File: config.mk
export PLATFORM = sky130hd
export DESIGN_NAME = nearest_pcm_resampler_top
export DESIGN_NICKNAME = d
export VERILOG_FILES = /design/src/rtl/npr_pkg.sv /design/src/rtl/npr_front.sv /design/src/rtl/npr_back.sv /design/src/rtl/nearest_pcm_resampler_top.sv
export SDC_FILE = /design/constraint.sdc
export NUM_CORES = 1
export LEC_CHECK = 0
export ABC_AREA = 1
export BUFFER_PORTS_ARGS = -buffer_cell sky130_fd_sc_hd__buf_2
export CORE_AREA = 2 2 149 151
export CTS_BUF_LIST = sky130_fd_sc_hd__clkbuf_8
export CTS_CLUSTER_DIAMETER = 40
export DETAILED_ROUTE_END_ITERATION = 7
export DIE_AREA = 0 0 151 153
export PLACE_DENSITY = 0.75
export SYNTH_ARGS = -nofsm -noshare
export SYNTH_HDL_FRONTEND = slang
export SYNTH_SLANG_ARGS = --single-unit
File: constraint.sdc
create_clock -name i_clk -period 2.7 [get_ports i_clk]
set_clock_uncertainty 0.1 [all_clocks]
set_input_delay 0.54 -clock i_clk [delete_from_list [all_inputs] [get_ports i_clk]]
set_output_delay 0.54 -clock i_clk [all_outputs]
set_load 0.02 [all_outputs]
File: src/rtl/npr_pkg.sv
// shared types, constants and sample conversion for the nearest pcm resampler
`default_nettype none

package npr_pkg;

    localparam int FRAC_BITS = 8;
    localparam int IDX_W     = 28;
    localparam int ACC_W     = IDX_W + FRAC_BITS;
    localparam int STEP_W    = 12;
    localparam int TOTAL_W   = 24;
    localparam int SAMPLE_W  = 16;
    localparam int MAX_RES   = 32;
    localparam int CNT_W     = $clog2(MAX_RES + 1);
    localparam int Q_DEPTH   = 2;
    localparam int QPTR_W    = $clog2(Q_DEPTH);
    localparam int QCNT_W    = $clog2(Q_DEPTH + 1);
    localparam int CFG_IDX_W = 2;
    localparam int CFG_DAT_W = 24;

    typedef enum logic [CFG_IDX_W-1:0] {
        CFG_MODE  = 2'd0,
        CFG_STEP  = 2'd1,
        CFG_TOTAL = 2'd2
    } t_cfg_idx;

    typedef enum logic {
        BK_IDLE,
        BK_RUN
    } t_back_state;

    // queue head as seen by the back end
    typedef struct packed {
        logic                valid;
        logic [SAMPLE_W-1:0] pcm;
    } t_q_head;

    // back end status for the top level
    typedef struct packed {
        logic               busy;
        logic [TOTAL_W-1:0] done;
    } t_back_stat;

    // 8-bit mode: flip the sign bit of the byte and move it to the top
    function automatic logic [SAMPLE_W-1:0] convert_sample(
        input logic                mode16,
        input logic [SAMPLE_W-1:0] raw
    );
        logic [SAMPLE_W-1:0] res;
        if (mode16) begin
            res = raw;
        end else begin
            res = {~raw[7], raw[6:0], 8'h00};
        end
        return res;
    endfunction

endpackage

`default_nettype wire

File: src/rtl/npr_front.sv
// front end: accepts source samples, converts them and queues them for the back end
`default_nettype none

module npr_front (
    input  wire                          i_clk,
    input  wire                          i_rst_n,
    input  wire                          i_mode16,
    input  wire                          i_in_valid,
    output logic                         o_in_stall,
    input  wire [npr_pkg::SAMPLE_W-1:0]  i_raw_sample,
    output npr_pkg::t_q_head             o_head,
    input  wire                          i_pop
);
    import npr_pkg::*;

    logic [SAMPLE_W-1:0] r_mem [Q_DEPTH];
    logic [QPTR_W-1:0]   r_wr_ptr;
    logic [QPTR_W-1:0]   r_rd_ptr;
    logic [QCNT_W-1:0]   r_cnt;
    logic                w_push;
    logic                w_pop;

    assign o_in_stall   = (r_cnt == QCNT_W'(Q_DEPTH));
    assign w_push       = i_in_valid && !o_in_stall;
    assign w_pop        = i_pop && (r_cnt != '0);
    assign o_head.valid = (r_cnt != '0);
    assign o_head.pcm   = r_mem[r_rd_ptr];

    always_ff @(posedge i_clk) begin
        if (w_push) begin
            r_mem[r_wr_ptr] <= convert_sample(i_mode16, i_raw_sample);
        end
    end

    always_ff @(posedge i_clk) begin
        if (!i_rst_n) begin
            r_wr_ptr <= '0;
            r_rd_ptr <= '0;
            r_cnt    <= '0;
        end else begin
            if (w_push) begin
                r_wr_ptr <= r_wr_ptr + 1'b1;
            end
            if (w_pop) begin
                r_rd_ptr <= r_rd_ptr + 1'b1;
            end
            if (w_push && !w_pop) begin
                r_cnt <= r_cnt + 1'b1;
            end else if (w_pop && !w_push) begin
                r_cnt <= r_cnt - 1'b1;
            end
        end
    end

endmodule

`default_nettype wire

File: src/rtl/npr_back.sv
// back end: steps the read position and emits the outputs of each source sample, one per cycle while not stalled
`default_nettype none

module npr_back (
    input  wire                                 i_clk,
    input  wire                                 i_rst_n,
    input  wire [npr_pkg::STEP_W-1:0]           i_step,
    input  wire [npr_pkg::TOTAL_W-1:0]          i_total,
    input  npr_pkg::t_q_head                    i_head,
    output logic                                o_pop,
    output logic                                o_out_valid,
    input  wire                                 i_out_stall,
    output logic signed [npr_pkg::SAMPLE_W-1:0] o_pcm_out,
    output logic                                o_is_last,
    output npr_pkg::t_back_stat                 o_stat
);
    import npr_pkg::*;

    t_back_state         r_state, n_state;
    logic [SAMPLE_W-1:0] r_pcm, n_pcm;
    logic [CNT_W-1:0]    r_cnt, n_cnt;
    logic [IDX_W-1:0]    r_src, n_src;
    logic [ACC_W-1:0]    r_acc, n_acc;
    logic [TOTAL_W-1:0]  r_done, n_done;
    logic                r_out_valid, n_out_valid;
    logic [SAMPLE_W-1:0] r_out_pcm, n_out_pcm;
    logic                r_out_last, n_out_last;

    logic [TOTAL_W-1:0]  w_done_inc;
    logic                w_due;
    logic                w_slot_free;

    assign w_done_inc  = r_done + 1'b1;
    assign w_slot_free = !r_out_valid || !i_out_stall;
    // another output is due for the current sample
    assign w_due = (r_cnt != CNT_W'(MAX_RES)) && (r_done < i_total)
                   && (r_acc[ACC_W-1:FRAC_BITS] <= r_src);

    always_comb begin
        n_state     = r_state;
        n_pcm       = r_pcm;
        n_cnt       = r_cnt;
        n_src       = r_src;
        n_acc       = r_acc;
        n_done      = r_done;
        n_out_valid = r_out_valid && i_out_stall;
        n_out_pcm   = r_out_pcm;
        n_out_last  = r_out_last;
        o_pop       = 1'b0;
        case (r_state)
            BK_IDLE: begin
                if (i_head.valid) begin
                    o_pop   = 1'b1;
                    n_pcm   = i_head.pcm;
                    n_cnt   = '0;
                    n_state = BK_RUN;
                end
            end
            BK_RUN: begin
                if (w_due) begin
                    if (w_slot_free) begin
                        n_out_valid = 1'b1;
                        n_out_pcm   = r_pcm;
                        n_out_last  = (w_done_inc == i_total);
                        n_done      = w_done_inc;
                        n_acc       = r_acc + ACC_W'(i_step);
                        n_cnt       = r_cnt + 1'b1;
                    end
                end else begin
                    // sample finished, move on and take the next one straight away if the queue holds one, else go idle
                    n_src = r_src + 1'b1;
                    if (i_head.valid) begin
                        o_pop = 1'b1;
                        n_pcm = i_head.pcm;
                        n_cnt = '0;
                    end else begin
                        n_state = BK_IDLE;
                    end
                end
            end
            default: begin
                n_state = BK_IDLE;
            end
        endcase
    end

    always_ff @(posedge i_clk) begin
        if (!i_rst_n) begin
            r_state     <= BK_IDLE;
            r_cnt       <= '0;
            r_src       <= '0;
            r_acc       <= '0;
            r_done      <= '0;
            r_out_valid <= 1'b0;
        end else begin
            r_state     <= n_state;
            r_cnt       <= n_cnt;
            r_src       <= n_src;
            r_acc       <= n_acc;
            r_done      <= n_done;
            r_out_valid <= n_out_valid;
        end
    end

    always_ff @(posedge i_clk) begin
        r_pcm      <= n_pcm;
        r_out_pcm  <= n_out_pcm;
        r_out_last <= n_out_last;
    end

    assign o_out_valid = r_out_valid;
    assign o_pcm_out   = r_out_pcm;
    assign o_is_last   = r_out_last;
    assign o_stat.busy = (r_state == BK_RUN) || r_out_valid;
    assign o_stat.done = r_done;

endmodule

`default_nettype wire

File: src/rtl/nearest_pcm_resampler_top.sv
// top level of the nearest pcm resampler: registers, front end, queue and back end
`default_nettype none

// channel   direction  handshake                         payload
// in        sink       i_in_valid / o_in_stall           i_raw_sample
// out       source     o_out_valid / i_out_stall         o_pcm_out, o_is_last
// cfg       sink       i_cfg_valid / o_cfg_ready         i_cfg_index, i_cfg_data
//
// in the back end's step loop a source sample gives each of its outputs in turn and then
// takes a closing step that moves the read position on to the next source sample
// the front end converts the sample on acceptance and holds up to two in its queue
// reset is synchronous and active low; all counters and the read position clear
// a stalled output holds its register; the back end waits and the queue fills behind it

module nearest_pcm_resampler_top (
    input  wire                                 i_clk,
    input  wire                                 i_rst_n,
    input  wire                                 i_in_valid,
    output logic                                o_in_stall,
    input  wire [npr_pkg::SAMPLE_W-1:0]         i_raw_sample,
    output logic                                o_out_valid,
    input  wire                                 i_out_stall,
    output logic signed [npr_pkg::SAMPLE_W-1:0] o_pcm_out,
    output logic                                o_is_last,
    input  wire                                 i_cfg_valid,
    output logic                                o_cfg_ready,
    input  wire [npr_pkg::CFG_IDX_W-1:0]        i_cfg_index,
    input  wire [npr_pkg::CFG_DAT_W-1:0]        i_cfg_data
);
    import npr_pkg::*;

    // configuration registers
    logic               r_mode16;
    logic [STEP_W-1:0]  r_step;
    logic [TOTAL_W-1:0] r_total;

    t_q_head    w_head;
    logic       w_pop;
    t_back_stat w_stat;

    // writes are always taken; the user must write only while the block is idle, the block does not enforce it
    assign o_cfg_ready = 1'b1;

    always_ff @(posedge i_clk) begin
        if (!i_rst_n) begin
            r_mode16 <= 1'b1;
            r_step   <= STEP_W'(256);
            r_total  <= TOTAL_W'(1);
        end else if (i_cfg_valid && o_cfg_ready) begin
            case (t_cfg_idx'(i_cfg_index))
                CFG_MODE:  r_mode16 <= i_cfg_data[0];
                CFG_STEP:  r_step   <= i_cfg_data[STEP_W-1:0];
                CFG_TOTAL: r_total  <= i_cfg_data[TOTAL_W-1:0];
                default: begin
                    // unused index, write dropped
                end
            endcase
        end
    end

    // front end: accept, convert, queue
    npr_front u_front (
        .i_clk        (i_clk),
        .i_rst_n      (i_rst_n),
        .i_mode16     (r_mode16),
        .i_in_valid   (i_in_valid),
        .o_in_stall   (o_in_stall),
        .i_raw_sample (i_raw_sample),
        .o_head       (w_head),
        .i_pop        (w_pop)
    );

    // back end: position accumulator, output count, output register
    npr_back u_back (
        .i_clk       (i_clk),
        .i_rst_n     (i_rst_n),
        .i_step      (r_step),
        .i_total     (r_total),
        .i_head      (w_head),
        .o_pop       (w_pop),
        .o_out_valid (o_out_valid),
        .i_out_stall (i_out_stall),
        .o_pcm_out   (o_pcm_out),
        .o_is_last   (o_is_last),
        .o_stat      (w_stat)
    );

    // after the final output goes out nothing more follows until the total changes
    a_last_ends: assert property (@(posedge i_clk) disable iff (!i_rst_n)
        (o_out_valid && !i_out_stall && o_is_last) |=> !o_out_valid)
        else $error("output after the final transaction");

    // a marked output means the count has reached the total
    a_last_count: assert property (@(posedge i_clk) disable iff (!i_rst_n)
        (o_out_valid && o_is_last) |-> (w_stat.done == r_total))
        else $error("last flag without the total reached");

    // the count of outputs only moves by one, and only while busy
    a_done_step: assert property (@(posedge i_clk) disable iff (!i_rst_n)
        (w_stat.done != $past(w_stat.done)) |->
            (w_stat.busy && (w_stat.done == $past(w_stat.done) + TOTAL_W'(1))))
        else $error("output count moved unexpectedly");

endmodule

`default_nettype wire
==> summary.md, run 1 <==
| Metric | Value |
|---|---|
| Status | `finished clean` |
| Die area | `23100 um2` |
| Global-route met2 utilization | `between 40% and 50%` |
| TritonCTS clock tree | `built` |
| Worst hold margin | `133 ps` |
| Count of pins over their slew limit | `0` |
| Crit end category | `register` |
| Synth area leader | `dfxtp_1` |
| Post-DR vias/cell | `5.43` |
| Row Count | `54` |
| Largest net degree at the start of global routing | `54` |
| Grt ovf | `0` |
| Root Buffer | `clkbuf_8` |
| Syn Area/Cell | `7.56 um2` |
| Critical-path cell list | `inv_4, ha_4, nand2_2, nor2_2, nand2_1, nor3_4, nand3_2, nand2_4, nand3_4, buf_6, nor2_8, buf_12, inv_16, buf_12, nand2_2, a21oi_2` |
| CP Class | `register to register` |
| Initial Util | `54.2%` |
| GR Util met3 | `4.42%` |
| CTS sink count | `203` |
| Synthesized Nets | `1657` |
| Worst hold path type | `input port to register` |
| Filler cell count | `1835` |
| H-tree Lvls | `2` |
| Post-synth top area share | `23.7%` |
| GPL Wtd Cong | `0.926` |
| Peak supply drop | `between 0.0005 and 0.0006 V` |
| Max incr delay on CP | `370 ps` |
| Highest Clock Rate | `0.386 GHz` |
| Ratio of final minimum period to clock period | `95.9%` |
| Vias in the first global route | `9925` |
| Grt peak-use layer | `met2` |
| WL/cell | `15.6 um` |
| All-layer global routing usage | `around 26%` |
| Power per Cell Area | `777 nW/um2` |
| Initial antenna violation count | `0` |
| Async S/R FF share, synth | `0%` |
| Clock latency on the worst-skew pair | `560 ps` |
| Nets | `between 1500 and 2000` |
| Synth warn | `0` |
| Buffers on Ports | `65` |
| P&R area growth vs syn | `21.4%` |
| Worst EP required | `3000 ps` |
| DR pass1 iterations | `6` |
| Syn Std Cell Area | `11600 um2` |
| Flops & latches, synth | `203` |
| Design Power | `11000 uW` |
| Reg clk slew, reported paths | `60 ps` |
| Setup violators final | `0` |
| Ys flop type | `dfxtp_1` |
| First-pass GRT wire length | `48000 um` |
| Most frequent cells in the layout | `363 x nand2_1, 170 x inv_1, 144 x nor2_1` |
| Final Critical Period | `2590 ps` |
| Die X | `151 um` |
| Cells after Synth | `about 1500` |
| Final ANT Viol Nets | `0` |
| Peak fanout along the critical path | `7` |
| Tightest Pin Transition | `762 ps` |
| Hold Crit Start | `i_cfg_data[8]` |
| Fraction of layout cells with a size suffix above 1 | `18.6%` |
| GR Layer Usage met1 | `35.2%` |
| # Max-Cap Violations | `0` |
| Pleak | `a little under 0.006 uW` |
| End-of-flow core utilization | `65.8%` |
| Top cells by area, synth | `dfxtp_1 24%, edfxtp_1 17%, nand2_1 12%` |
| Largest buffer count on any clock path | `3` |
| Inserted Clock Buffers | `39` |
| Cell Area, Placed | `approximately 13000 um2` |
| Start of the worst register-to-register path | `u_back.r_src[25]` |
| EDFF count, synth | `65` |
| Die height | `153 um` |
| I/O Pins | `67` |
| Final HPWL DP | `21400 um` |
| Max-slew headroom | `49.2%` |
| Number of placed instances, taps included | `1900` |
| Final Non-Filler Cells | `slightly below 2000` |
| Final Instance Area | `14100 um2` |
| Register area share after synthesis | `40.5%` |
| Hold_buf cts | `0` |
| DRC violations left | `0` |
| # diodes | `0` |
| CP arrival | `2890 ps` |
| Netlist cell types | `41` |
| Commonest non-fill, non-tap cell in the layout | `nand2_1` |
| Final Hold Vio Count | `0` |
| Vias | `10800` |
| Crit. Startpoint | `u_back.r_src[25]` |
| CP Launch Type | `register` |
| Total Wirelength | `31000 um` |
| Core area | `21500 um2` |
| Crit-path slowest cell | `dfxtp_2` |
| 1st-iter DRT viols | `824` |
-- flip-flops by register name, indices dropped and copies added (netlist names), 12 cells and up, named ones only --
signal / count
u_back.r_done: 24
u_front.r_mem: 32
r_step: 12
r_total: 24
u_back.r_acc: 36
u_back.r_pcm: 16
u_back.r_src: 28
u_back.o_pcm_out: 16
-- Yosys cell counts (3+ instances only) --
cell type and count:
nand2_1 377, inv_1 166, nor2_1 152, a21oi_1 149
dfxtp_1 138, o21ai_0 100, nand3_1 73, ha_1 69
edfxtp_1 65, xor2_1 57, nor3_1 32, nand4_1 28
clkbuf_1 25, mux2_2 23, nor4_1 13, xnor2_1 12
buf_2 9, a21o_1 6, buf_4 5, buf_6 4
inv_2 4, or2_2 4, a21boi_0 3, nor3_2 3
o21bai_1 3
-- worst max-delay path: cells and delay by family (launching register included) --
family,cells,cell delay [ps]
simple gates,9,1050
fa+ha+maj,1,260
flops,1,370
compound gates,1,50
buf+inv,5,590
-- power breakdown --
| group | internal [uW] | leakage (uW) | switching, uW |
|---|---|---|---|
| clock network | 1840 | 0.000469 | 1390 |
| registers | 3800 | 0.00174 | 289 |
| logic | 1550 | 0.00366 | 2110 |
| total | 7190 | 0.00587 | 3780 |
-- cell families after synthesis --
kind of cell               share of synthesized area [%]
AOI/OAI and AO/OA                                   11.7
adders and majority gates                           7.59
xor gates and xnor gates                            5.19
DFF                                                 40.5
and+or+nand+nor                                     25.3
other                                             0.0322
muxes                                               2.22
buffers and inverters                               7.43
-- cell type report --
cell class	instances	area, um2	share of cell area (%)
Clock buffer	42	578	4.09
Clock inverter	30	253	1.79
Inverter	170	662	4.68
Multi-Input combinational cell	1123	6320	44.7
Sequential cell	203	4740	33.6
Tap cell	280	350	2.48
Timing Repair Buffer	141	1230	8.69
-- timing repair --
action                                  CTS  global route
resized for setup                         0           106
endpoints found under the setup margin    0           116
hold endpoints to repair                  0             0
buffers inserted                          0             5
-- layer usage --
layer  up-vias  share of wire, %
met1      5018                44
met5         -                 0
met3        60               6.7
met4         0               2.5
met2       341                47
li1       5378                 -
-- per-stage QoR --
stage / setup WS, ps / setup TNS (ps)
after global routing: -19.8 / -278
after floorplan: 159 / 0
after global placement: 128 / 0
after CTS: 6.39 / 0
after detailed placement: -4.88 / -4.88
final: 110 / 0
-- final timing paths --
kind | to | slack, ps | cells after the start
setup / recovery | u_back.r_acc[8] | 110 | 16
hold / removal | r_step[8] | 130 | 3
setup reg to reg | u_back.r_acc[8] | 110 | 16
hold reg to reg | u_back.o_pcm_out[15] | 310 | 0
(Power assumes the default switching activity.)
==> run 2: changes to the inputs <==
Clock period 2.7 ns to 2.12 ns, I/O delays scaled along.
==> summary.md, run 2 (synthesized netlist as in run 1, its figures left out) <==
| Metric | Value |
|---|---|
| Status | `complete, but fails checks` |
| Violated checks | `setup timing` |
| Max-slew headroom | `57.7% (+8.5 points)` |
| Final Instance Area | `16100 um2 (+14%)` |
| Register share of total power | `34.5% (-2.7 points)` |
| Worst hold margin | `53.5 ps (-79.6 ps)` |
| Nets | `1988 (+11%)` |
| # Max-Cap Violations | `0 (unchanged)` |
| PnR worst setup slack | `-462 ps (-572 ps)` |
| All-layer global routing usage | `29.6% (+3.9 points)` |
| Die X | `151 um (unchanged)` |
| # diodes | `0 (unchanged)` |
| Internal power | `9640 uW (+34%)` |
| Inserted Clock Buffers | `41 (+5.1%)` |
| Worst EP required | `2470 ps (-530 ps)` |
| First-pass GRT wire length | `55200 um (+15%)` |
| DRC violations left | `0 (unchanged)` |
| Final HPWL DP | `24000 um (+12%)` |
| Initial Util | `54.2% (unchanged)` |
| Design Power | `14900 uW (+36%)` |
| Clock network fraction of total power | `26.9% (-2.5 points)` |
| Initial antenna violation count | `0 (unchanged)` |
| Core area | `21500 um2 (unchanged)` |
| Worst Setup Slack post-DPL | `-466 ps (-461 ps)` |
| Post-DR vias/cell | `5.52 (+1.8%)` |
| WL/cell | `16.5 um (+5.9%)` |
| Pleak | `0.00691 uW (+18%)` |
| Hold_buf cts | `0 (unchanged)` |
| Number of flip-flops under the largest register name | `36 (unchanged)` |
| Die area | `23100 um2 (unchanged)` |
| CP arrival | `2930 ps (+40 ps)` |
| Ratio of final minimum period to clock period | `122% (+26 points)` |
| TritonCTS clock tree | `built` |
| Vias in the first global route | `11600 (+17%)` |
| Switching power | `5270 uW (+39%)` |
| End-of-flow core utilization | `74.9% (+9.2 points)` |
| Peak supply drop | `0.000761 V (+31%)` |
| Count of pins over their slew limit | `0 (unchanged)` |
| Largest net degree at the start of global routing | `51 (-5.6%)` |
| Vias | `12100 (+12%)` |
| Peak fanout along the critical path | `15 (+8)` |
| Largest registers | `u_back.r_acc x36, u_front.r_mem x32, u_back.r_src x28` |
| Fraction of layout cells with a size suffix above 1 | `32.3% (+14 points)` |
| Total Wirelength | `36000 um (+16%)` |
| Reg clk slew, reported paths | `60 ps (about the same)` |
| Setup violators final | `134 (+134)` |
| GPL Wtd Cong | `0.952 (+2.8%)` |
| Power per Cell Area | `926 nW/um2 (+19%)` |
| H-tree Lvls | `2 (unchanged)` |
| Logic pwr share | `38.6% (+5.3 points)` |
| Filler cell count | `1461 (-20%)` |
| Row Count | `54 (unchanged)` |
| DR pass1 iterations | `5 (-1)` |
| P&R area growth vs syn | `38.3%` |
| Clock latency on the worst-skew pair | `540 ps (-20 ps)` |
| Commonest non-fill, non-tap cell in the layout | `nand2_1` |
| Highest Clock Rate | `0.387 GHz (+0.29%)` |
| Root Buffer | `clkbuf_8` |
| Buffers on Ports | `65 (unchanged)` |
| Biggest register | `u_back.r_acc` |
| Largest buffer count on any clock path | `3 (unchanged)` |
| CTS sink count | `203 (unchanged)` |
| I/O Pins | `67 (unchanged)` |
| 1st-iter DRT viols | `908 (+10%)` |
| CP Class | `register to register` |
| Final Critical Period | `2580 ps (-7.56 ps)` |
| RSZ-0062 raised after global routing | `yes` |
| Crit end category | `register` |
| Cell Area, Placed | `14100 um2 (+12%)` |
| Most frequent cells in the layout | `351 x nand2_1, 231 x buf_4, 161 x inv_1` |
| Switching Fraction | `35.4% (+0.89 points)` |
| Worst hold path type | `input port to register` |
| CP Launch Type | `register` |
| Final Hold Vio Count | `0 (unchanged)` |
| Tightest Pin Transition | `634 ps (-128 ps)` |
| Final ANT Viol Nets | `0 (unchanged)` |
| Die height | `153 um (unchanged)` |
| Grt ovf | `0 (unchanged)` |
==> run 2: changes by cell type in the layout (fill, tap and decap cells not counted), moves of 11 or more <==
| cell | previous run | this run |
|---|---|---|
| nand2_1 | 363 | 351 |
| buf_4 | 51 | 231 |
| o21ai_0 | 95 | 78 |
| nor2_1 | 144 | 125 |
| o21ai_1 | 6 | 20 |
| inv_2 | 9 | 21 |
| a21oi_2 | 7 | 27 |
| dfxtp_1 | 115 | 104 |
| a21oi_1 | 142 | 122 |
==> run 2: stage by stage <==
stage / TNS (ps) / instances
finish: -44660 / 2183
global route: -58250 / 2183
CTS: -33870 / 2167
detailed placement: -45980 / 2078
global placement: -39010 / 2078
floorplan: -5250 / 1540
==> run 2: per-layer routing <==
metal | wire length, um | global-route usage (%) | part of all wire, %
met5 | 0 | 0 | 0
met4 | 1480 | 11.7 | 4.1
met3 | 2760 | 6.81 | 7.7
met2 | 17300 | 49.7 | 48
met1 | 14500 | 36.8 | 40
==> run 2: power by group through the flow <==
stage / Combinational (uW) / Sequential, uW / Clock, uW
after floorplan: 2460 / 5360 / 0
after global placement: 4220 / 5140 / 0
after detailed placement: 4330 / 5160 / 0
after CTS: 5130 / 5120 / 4050
after global routing: 6170 / 5200 / 4210
final: 5760 / 5140 / 4000
==> run 2: worst paths after layout <==
check / start / end / slack (ps) / cells past startpoint
worst max-delay path: u_back.r_cnt[0] / u_back.r_acc[19] / -460 / 13
worst min-delay path: i_cfg_data[8] / r_step[8] / 50 / 3
worst max register to register: u_back.r_cnt[0] / u_back.r_acc[19] / -460 / 13
worst min register to register: u_back.r_pcm[15] / u_back.o_pcm_out[15] / 310 / 0
==> run 2: cell type report <==
cell class,count,area [um2],area share (%)
Clock buffer,45,619,3.85
Clock inverter,30,194,1.20
Inverter,170,662,4.11
Multi-Input combinational cell,1123,6800,42.2
Sequential cell,203,4760,29.6
Tap cell,280,350,2.18
Timing Repair Buffer,332,2720,16.9
==> run 2: what timing repair did <==
item | 4_1_cts | 5_1_grt
pin swaps | 9 | 49
endpoints found under the hold margin | 0 | 0
cloned | 6 | 5
endpoints found under the setup margin | 133 | 134
buffers inserted | 10 | 14
gates resized for setup | 75 | 140
==> run 2: worst max-delay path, stage by stage (launching register included) <==
cell and delay, ps:
dfxtp_1 330, inv_1 60, ha_1 220, nand4_1 200
nand3_1 160, nor2_2 180, nand2_1 110, nor2_4 190
nand3_4 150, nor2_8 180, buf_12 160, buf_12 150
o21ai_0 110, a21oi_1 190
